===== config.mk =====
export PLATFORM = sky130hd
export DESIGN_NAME = multi_channel_task_watchdog_top
export DESIGN_NICKNAME = d
export VERILOG_FILES = /design/src/hw/rtl/mctw_pkg.sv /design/src/hw/rtl/multi_channel_task_watchdog_top.sv /design/src/hw/rtl/mctw_cell.sv
export SDC_FILE = /design/constraint.sdc
export NUM_CORES = 1
export LEC_CHECK = 0
export BUFFER_PORTS_ARGS = -buffer_cell sky130_fd_sc_hd__buf_2
export CORE_MARGIN = 2
export CORE_UTILIZATION = 68
export CTS_CLUSTER_DIAMETER = 200
export DETAILED_ROUTE_END_ITERATION = 10
export PLACE_DENSITY_LB_ADDON = 0.05
export SYNTH_ARGS = -nofsm -noshare
export SYNTH_HDL_FRONTEND = slang
export SYNTH_SLANG_ARGS = --single-unit

===== constraint.sdc =====
create_clock -name i_clk -period 4.5 [get_ports i_clk]
set_input_delay 0.225 -clock i_clk [delete_from_list [all_inputs] [get_ports i_clk]]
set_output_delay 0.225 -clock i_clk [all_outputs]
set_load 0.02 [all_outputs]

===== src/hw/rtl/mctw_pkg.sv =====
package mctw_pkg;

    // Number of watchdog channels (1 to 8, as CH_W is 3).
    localparam int CHANNELS = 8;

    // Widths fixed by the interface fields.
    localparam int TMO_W = 16;
    localparam int CH_W  = 3;

    // Operation codes carried in the operation field.
    typedef enum logic [1:0] {
        OP_TICK  = 2'd0,
        OP_START = 2'd1,
        OP_FEED  = 2'd2
    } t_op;

    // Control state of the top level.
    typedef enum logic {
        ST_IDLE = 1'b0,
        ST_WALK = 1'b1
    } t_state;

    // Tick token that moves down the chain of cells, one cell per cycle.
    typedef struct packed {
        logic            valid;
        logic            hit;
        logic [CH_W-1:0] idx;
    } t_token;

    // Start and feed command broadcast to every cell.
    typedef struct packed {
        logic start;
        logic feed;
    } t_cell_cmd;

endpackage


===== src/hw/rtl/multi_channel_task_watchdog_top.sv =====
// Multi-channel task watchdog.
// Input channel (i_in_valid / o_in_stall) takes one word per operation:
// tick, start a channel with a timeout in ticks, or feed a channel.
// Output channel (o_out_valid / i_out_stall) returns one word per input
// word: accepted, tripped, hardware_feed, expired_flag, expired_channel.
// Start, feed, unused codes and a tick after a trip answer in the cycle
// after acceptance. A tick before a trip sends a token down the row of
// channel cells, one cell per cycle, and answers once the token leaves
// the last cell and the result word is registered.
// One word is worked on at a time: a new word is taken once the previous
// one is answered and the output register is free or being emptied.
// A timeout of zero expires after 65536 ticks.
// Reset idles every channel, clears the trip and empties the output.
// While the receiver stalls, the pending result holds and o_in_stall is
// raised, so no further word is taken.
module multi_channel_task_watchdog_top
    import mctw_pkg::*;
(
    input  logic             i_clk,
    input  logic             i_rst_n,
    input  logic             i_in_valid,
    output logic             o_in_stall,
    input  logic [1:0]       i_operation,
    input  logic [CH_W-1:0]  i_channel,
    input  logic [TMO_W-1:0] i_timeout_ticks,
    output logic             o_out_valid,
    input  logic             i_out_stall,
    output logic             o_accepted,
    output logic             o_tripped,
    output logic             o_hardware_feed,
    output logic             o_expired_flag,
    output logic [CH_W-1:0]  o_expired_channel
);

    t_state           r_state;
    t_state           n_state;
    logic             r_trip;
    logic             n_trip;

    logic             r_out_valid;
    logic             r_accepted;
    logic             r_hw_feed;
    logic             r_exp_flag;
    logic [CH_W-1:0]  r_exp_ch;
    logic             n_out_valid;
    logic             n_accepted;
    logic             n_hw_feed;
    logic             n_exp_flag;
    logic [CH_W-1:0]  n_exp_ch;

    logic             w_in_acc;
    logic             w_out_taken;
    logic             w_tick_walk;
    t_cell_cmd        w_cmd;
    t_token           w_tok_head;
    t_token           w_tok [CHANNELS+1];
    logic [CHANNELS-1:0] w_sel;
    logic [CHANNELS-1:0] w_running;
    logic [CHANNELS-1:0] w_tok_valid;
    t_token           w_last;

    assign w_out_taken = r_out_valid && !i_out_stall;
    assign w_in_acc    = i_in_valid && !o_in_stall;
    assign w_tick_walk = w_in_acc && (t_op'(i_operation) == OP_TICK) && !r_trip;
    assign w_last      = w_tok[CHANNELS];
    assign w_tok[0]    = w_tok_head;

    // Channel address decode; addresses at or above CHANNELS select nothing.
    for (genvar k = 0; k < CHANNELS; k++) begin : g_cell
        assign w_sel[k] = ({{(32-CH_W){1'b0}}, i_channel} == 32'(k));

        mctw_cell u_cell (
            .i_clk           (i_clk),
            .i_rst_n         (i_rst_n),
            .i_index         (CH_W'(k)),
            .i_sel           (w_sel[k]),
            .i_cmd           (w_cmd),
            .i_timeout_ticks (i_timeout_ticks),
            .i_tok           (w_tok[k]),
            .o_tok           (w_tok[k+1]),
            .o_running       (w_running[k])
        );

        assign w_tok_valid[k] = w_tok[k+1].valid;
    end

    // Next state.
    always_comb begin
        n_state = r_state;
        case (r_state)
            ST_IDLE: begin
                if (w_tick_walk) begin
                    n_state = ST_WALK;
                end
            end
            ST_WALK: begin
                if (w_last.valid) begin
                    n_state = ST_IDLE;
                end
            end
            default: n_state = ST_IDLE;
        endcase
    end

    // State outputs: stall, token injection and cell commands.
    always_comb begin
        o_in_stall = 1'b1;
        w_tok_head = '0;
        w_cmd      = '0;
        case (r_state)
            ST_IDLE: begin
                o_in_stall       = r_out_valid && i_out_stall;
                w_tok_head.valid = w_tick_walk;
                w_cmd.start      = w_in_acc && (t_op'(i_operation) == OP_START);
                w_cmd.feed       = w_in_acc && (t_op'(i_operation) == OP_FEED);
            end
            ST_WALK: begin
                o_in_stall = 1'b1;
            end
            default: o_in_stall = 1'b1;
        endcase
    end

    // Result word and trip latch.
    always_comb begin
        n_out_valid = r_out_valid && !w_out_taken;
        n_accepted  = r_accepted;
        n_hw_feed   = r_hw_feed;
        n_exp_flag  = r_exp_flag;
        n_exp_ch    = r_exp_ch;
        n_trip      = r_trip;
        if (w_last.valid) begin
            n_out_valid = 1'b1;
            n_accepted  = 1'b1;
            n_hw_feed   = !w_last.hit;
            n_exp_flag  = w_last.hit;
            n_exp_ch    = w_last.hit ? w_last.idx : '0;
            n_trip      = r_trip || w_last.hit;
        end else if (w_in_acc && !w_tick_walk) begin
            n_out_valid = 1'b1;
            n_hw_feed   = 1'b0;
            n_exp_flag  = 1'b0;
            n_exp_ch    = '0;
            case (t_op'(i_operation))
                OP_TICK:  n_accepted = 1'b1;
                OP_START: n_accepted = |(w_sel & ~w_running);
                OP_FEED:  n_accepted = |w_sel;
                default:  n_accepted = 1'b0;
            endcase
        end
    end

    always_ff @(posedge i_clk) begin
        if (!i_rst_n) begin
            r_state     <= ST_IDLE;
            r_trip      <= 1'b0;
            r_out_valid <= 1'b0;
        end else begin
            r_state     <= n_state;
            r_trip      <= n_trip;
            r_out_valid <= n_out_valid;
        end
    end

    always_ff @(posedge i_clk) begin
        r_accepted <= n_accepted;
        r_hw_feed  <= n_hw_feed;
        r_exp_flag <= n_exp_flag;
        r_exp_ch   <= n_exp_ch;
    end

    assign o_out_valid       = r_out_valid;
    assign o_accepted        = r_accepted;
    assign o_tripped         = r_trip;
    assign o_hardware_feed   = r_hw_feed;
    assign o_expired_flag    = r_exp_flag;
    assign o_expired_channel = r_exp_ch;

    // At most one tick token travels the chain.
    a_one_token: assert property (@(posedge i_clk) disable iff (!i_rst_n)
        $countones(w_tok_valid) <= 1)
        else $error("more than one tick token in the cell chain");

    // A token only travels while the walk is in progress.
    a_token_in_walk: assert property (@(posedge i_clk) disable iff (!i_rst_n)
        (w_tok_valid != '0) |-> (r_state == ST_WALK))
        else $error("tick token outside a walk");

    // The trip is sticky until reset.
    a_trip_sticky: assert property (@(posedge i_clk) disable iff (!i_rst_n)
        r_trip |=> r_trip)
        else $error("trip cleared without reset");

    // An expiry report comes with the trip set and no hardware feed.
    a_expiry_word: assert property (@(posedge i_clk) disable iff (!i_rst_n)
        (o_out_valid && o_expired_flag) |-> (o_tripped && !o_hardware_feed))
        else $error("expiry reported without trip or with hardware feed");

    // A finished walk always fills an empty output register.
    a_walk_end: assert property (@(posedge i_clk) disable iff (!i_rst_n)
        w_last.valid |-> !r_out_valid)
        else $error("walk finished while a result was still pending");

endmodule


===== src/hw/rtl/mctw_cell.sv =====
module mctw_cell
    import mctw_pkg::*;
(
    input  logic             i_clk,
    input  logic             i_rst_n,
    input  logic [CH_W-1:0]  i_index,
    input  logic             i_sel,
    input  t_cell_cmd        i_cmd,
    input  logic [TMO_W-1:0] i_timeout_ticks,
    input  t_token           i_tok,
    output t_token           o_tok,
    output logic             o_running
);

    logic             r_running;
    logic [TMO_W-1:0] r_remaining;
    logic [TMO_W-1:0] r_reload;
    t_token           r_tok;

    logic             n_running;
    logic [TMO_W-1:0] n_remaining;
    logic [TMO_W-1:0] n_reload;
    t_token           n_tok;

    logic [TMO_W-1:0] w_dec;
    logic             w_count;

    assign w_dec   = r_remaining - TMO_W'(1);
    assign w_count = i_tok.valid && !i_tok.hit && r_running;

    // Channel state: start arms an idle channel, feed reloads, a passing token counts down.
    always_comb begin
        n_running   = r_running;
        n_remaining = r_remaining;
        n_reload    = r_reload;
        if (i_cmd.start && i_sel && !r_running) begin
            n_running   = 1'b1;
            n_remaining = i_timeout_ticks;
            n_reload    = i_timeout_ticks;
        end else if (i_cmd.feed && i_sel) begin
            n_remaining = r_reload;
        end else if (w_count) begin
            n_remaining = w_dec;
        end
    end

    // The token carries the first expiry forward; later cells leave it alone.
    always_comb begin
        n_tok = i_tok;
        if (w_count && (w_dec == '0)) begin
            n_tok.hit = 1'b1;
            n_tok.idx = i_index;
        end
    end

    always_ff @(posedge i_clk) begin
        if (!i_rst_n) begin
            r_running   <= 1'b0;
            r_remaining <= '0;
            r_reload    <= '0;
            r_tok       <= '0;
        end else begin
            r_running   <= n_running;
            r_remaining <= n_remaining;
            r_reload    <= n_reload;
            r_tok       <= n_tok;
        end
    end

    assign o_tok     = r_tok;
    assign o_running = r_running;

endmodule

==> flow_summary_export.csv <==
group,metric,value,unit
grt,grt_first_pass_wirelength,69300,um
grt,grt_util_all_layers,34.7,%
grt,overflow,0,
synthesis,share_of_the_yosys_chip_area_belonging_to_registers,39.1,%
grt,first_global_vias,13600,
clocking,cts_tree,"built",
setup_path,critPathCaptureType,"flop",
synthesis,ys.warnings.count,0,
floorplan,num_io_pins,34,
finish,num-fill-cells,1682,
sta,finClkSkew,0.0137,ns
synthesis,yosys.cell_count.top_type,"nand2_1",
sta,fmax,0.315,GHz
clocking,insertion_delay,0.51,ns
detailed_routing,drt_pass1_iterations,6,
power,ir_worst_vdd,0.310,mV
detailed_routing,route.vias.total,15000,
place,post_dp_cell_area,0.0159,mm2
sta,finalSetupViolations,0,
detailed_routing,drt_first_iter_violations,1349,
synthesis,synth_edf_count,5,
synthesis,synthDistinctLibCells,83,
grt,grt_max_degree,124,
clocking,cts_made_buffers,34,
floorplan,die_width,156,um
place,detailedPlacementHpwl,27000,um
floorplan,start_util,69.5,%
floorplan,design.die.area,0.0245,mm2
clocking,cts_post_setup_buffers_inserted,0,
synthesis,synth_commonest_cells,"nand2_1 (427), dfxtp_1 (301), a21oi_1 (213)",
sta,fin_crit_sh,70.5,%
floorplan,die_h,156,um
sta,totalNegativeSetupSlack,0,ns
finish,final_nets,2033,
clocking,total_of_cells_resized_after_clock_tree_synthesis,0,
detailed_routing,ant_nets,0,
outcome,status,"complete, no violations",
power,power_leakage,0.00616,uW
synthesis,netlist.area_leader.share,38.2,%
setup_path,critPathMaxFanout,32,
sta,timing_max_transition_violations_final,0,
power,total_power,6400,uW
detailed_routing,detail_route.wirelength,43200,um
finish,final_util,75.5,%
sta,tightest_slew,1.22,ns
synthesis,dominantRegCellSynth,"dfxtp_1",
finish,drive_gt1_share,7.83,%
clocking,cts_root_buf,"clkbuf_16",
detailed_routing,route.detailed.wl_per_inst,18.7,um
detailed_routing,detail_route.drc_violations,0,
floorplan,design.core.area,0.0227,mm2
synthesis,post_synth_instance_area,0.0158,mm2
sta,relSlewSlack,18.3,%
sta,grt_setup_unrepaired,"no",
synthesis,synth.top_cells.by_area,"dfxtp_1 (38%), nand2_1 (10%), a21oi_1 (6.8%)",
sta,final-hold-violation-count,0,
setup_path,critical_path_required,4.89,ns
run,max_cap_viol,0,
synthesis,post_synthesis_async_set_or_reset_flop_share,0,%
power,cellPowerDensity,373,mW/mm2
place,gp_congestion,0.933,
clocking,clk_pin_slew_worst_paths,0.06,ns
clocking,cts_hold_repair.buffers,0,
synthesis,synth_seq_cells,306,
setup_path,arrival,3.57,ns
finish,final_cell_area,0.0171,mm2
setup_path,critical_path_start_end_classification,"reg -> reg",
setup_path,setup.worst_path.start_class,"flop",
synthesis,postSynthAreaPerCell,7.64,um2
synthesis,yosys.area.top_type,"dfxtp_1",
floorplan,rows,55,
clocking,clock_tree.buffer_depth,3,
synthesis,syn_inst,2068,
detailed_routing,via_per_inst,6.53,
synthesis,postSynthNetCount,2109,
grt,initial_antenna_violation_count,3,
clocking,cts.sink_count,306,
min_path,hold_path.class,"in -> reg",
place,io_buffer_count,33,
finish,area_delta_synth_final,8.55,%
sta,layout_min_cycle_time,3.17,ns
clocking,htree_num_levels,2,
==> metrics by stage <==
step	hold WS, ns	setup slack (ns)	cells
final	0.137	1.33	2304
after CTS	0.137	1.41	2303
after global routing	0.160	0.978	2303
after global placement	0.401	1.59	2241
after floorplan	0.383	2.16	2068
after detailed placement	0.405	1.46	2241
==> routing by layer <==
metal  GRT usage, %  wire length, um
met1           48.2            18700
met2           55.9            19700
met3           5.07             3540
met4           11.3             1240
met5              0               20
==> power breakdown <==
part,internal [uW],switching (uW),leakage [uW]
logic,218,366,0.00306
registers,2750,38.0,0.00248
clock network,1920,1120,0.000621
==> final timing paths <==
check	startpoint	endpoint	slack [ns]	depth (start not counted)
worst max-delay path	r_state$_SDFF_PN0_	g_cell[5].u_cell.r_remaining[11]$_SDFFE_PN0P_	1.33	7
worst min register to register	g_cell[2].u_cell.o_tok[1]$_SDFF_PN0_	g_cell[3].u_cell.o_tok[1]$_SDFF_PN0_	0.42	1
worst max register to register	r_state$_SDFF_PN0_	g_cell[5].u_cell.r_remaining[11]$_SDFFE_PN0P_	1.33	7
worst min-delay path	i_operation[0]	o_accepted$_SDFFE_PP1P_	0.14	4
==> logic make-up after synthesis <==
kind of cell / synth area share (%)
flip-flops: 39.1
XOR/XNOR: 3.94
multiplexers: 0.666
buffers and inverters: 4.87
adder cells (fa/ha/maj): 1.27
AND/OR/NAND/NOR: 27.3
AO/OA/AOI/OAI: 22.8
==> cells in the final DEF (no fill, tap or decap), types with 16 or more instances in the layout <==
cell / Yosys / final
ha_1: 16 / 16
nor4_1: 33 / 32
o211ai_1: 39 / 39
o21ai_0: 73 / 72
xor2_1: 29 / 29
nand3b_1: 20 / 20
nand3_1: 27 / 27
inv_1: 28 / 28
nand2_1: 427 / 427
and2_1: 19 / 19
nor2_1: 180 / 180
buf_2: 22 / 33
dfxtp_1: 301 / 301
buf_4: 1 / 21
a41oi_1: 18 / 18
or3_1: 21 / 21
a21oi_1: 213 / 213
a311oi_1: 36 / 36
a31oi_1: 39 / 39
nor3_1: 67 / 63
clkbuf_16: 0 / 39
xnor2_1: 42 / 42
==> worst max-delay path, stage by stage (launching register included) <==
cell and delay, ns:
dfxtp_1 0.33, nand2b_1 0.39, nor3_1 0.60, nand2_1 0.75, nand3_1 0.31, buf_4 0.35
nand2_1 0.10, o221a_2 0.23
==> sequential cells by signal (all words and copies together), names as in the netlist <==
signal	flops
o_tripped	1
o_out_valid	1
g_cell.u_cell.o_running	8
o_expired_flag	1
g_cell.u_cell.o_tok	33
g_cell.u_cell.r_remaining	128
o_accepted	1
g_cell.u_cell.r_reload	128
o_expired_channel	3
r_state	1
o_hardware_feed	1
==> layout make-up <==
class	count	area, um2	share of cell area, %
diodes	1	2.50	0.0146
clock buffers	52	1130	6.62
clock inverters	10	133	0.774
inverters	29	114	0.664
multi-input cells	1566	8880	51.8
flip-flops and latches	306	6180	36.0
well taps	285	357	2.08
repair buffers	55	343	2.00
(Power assumes the default switching activity.)
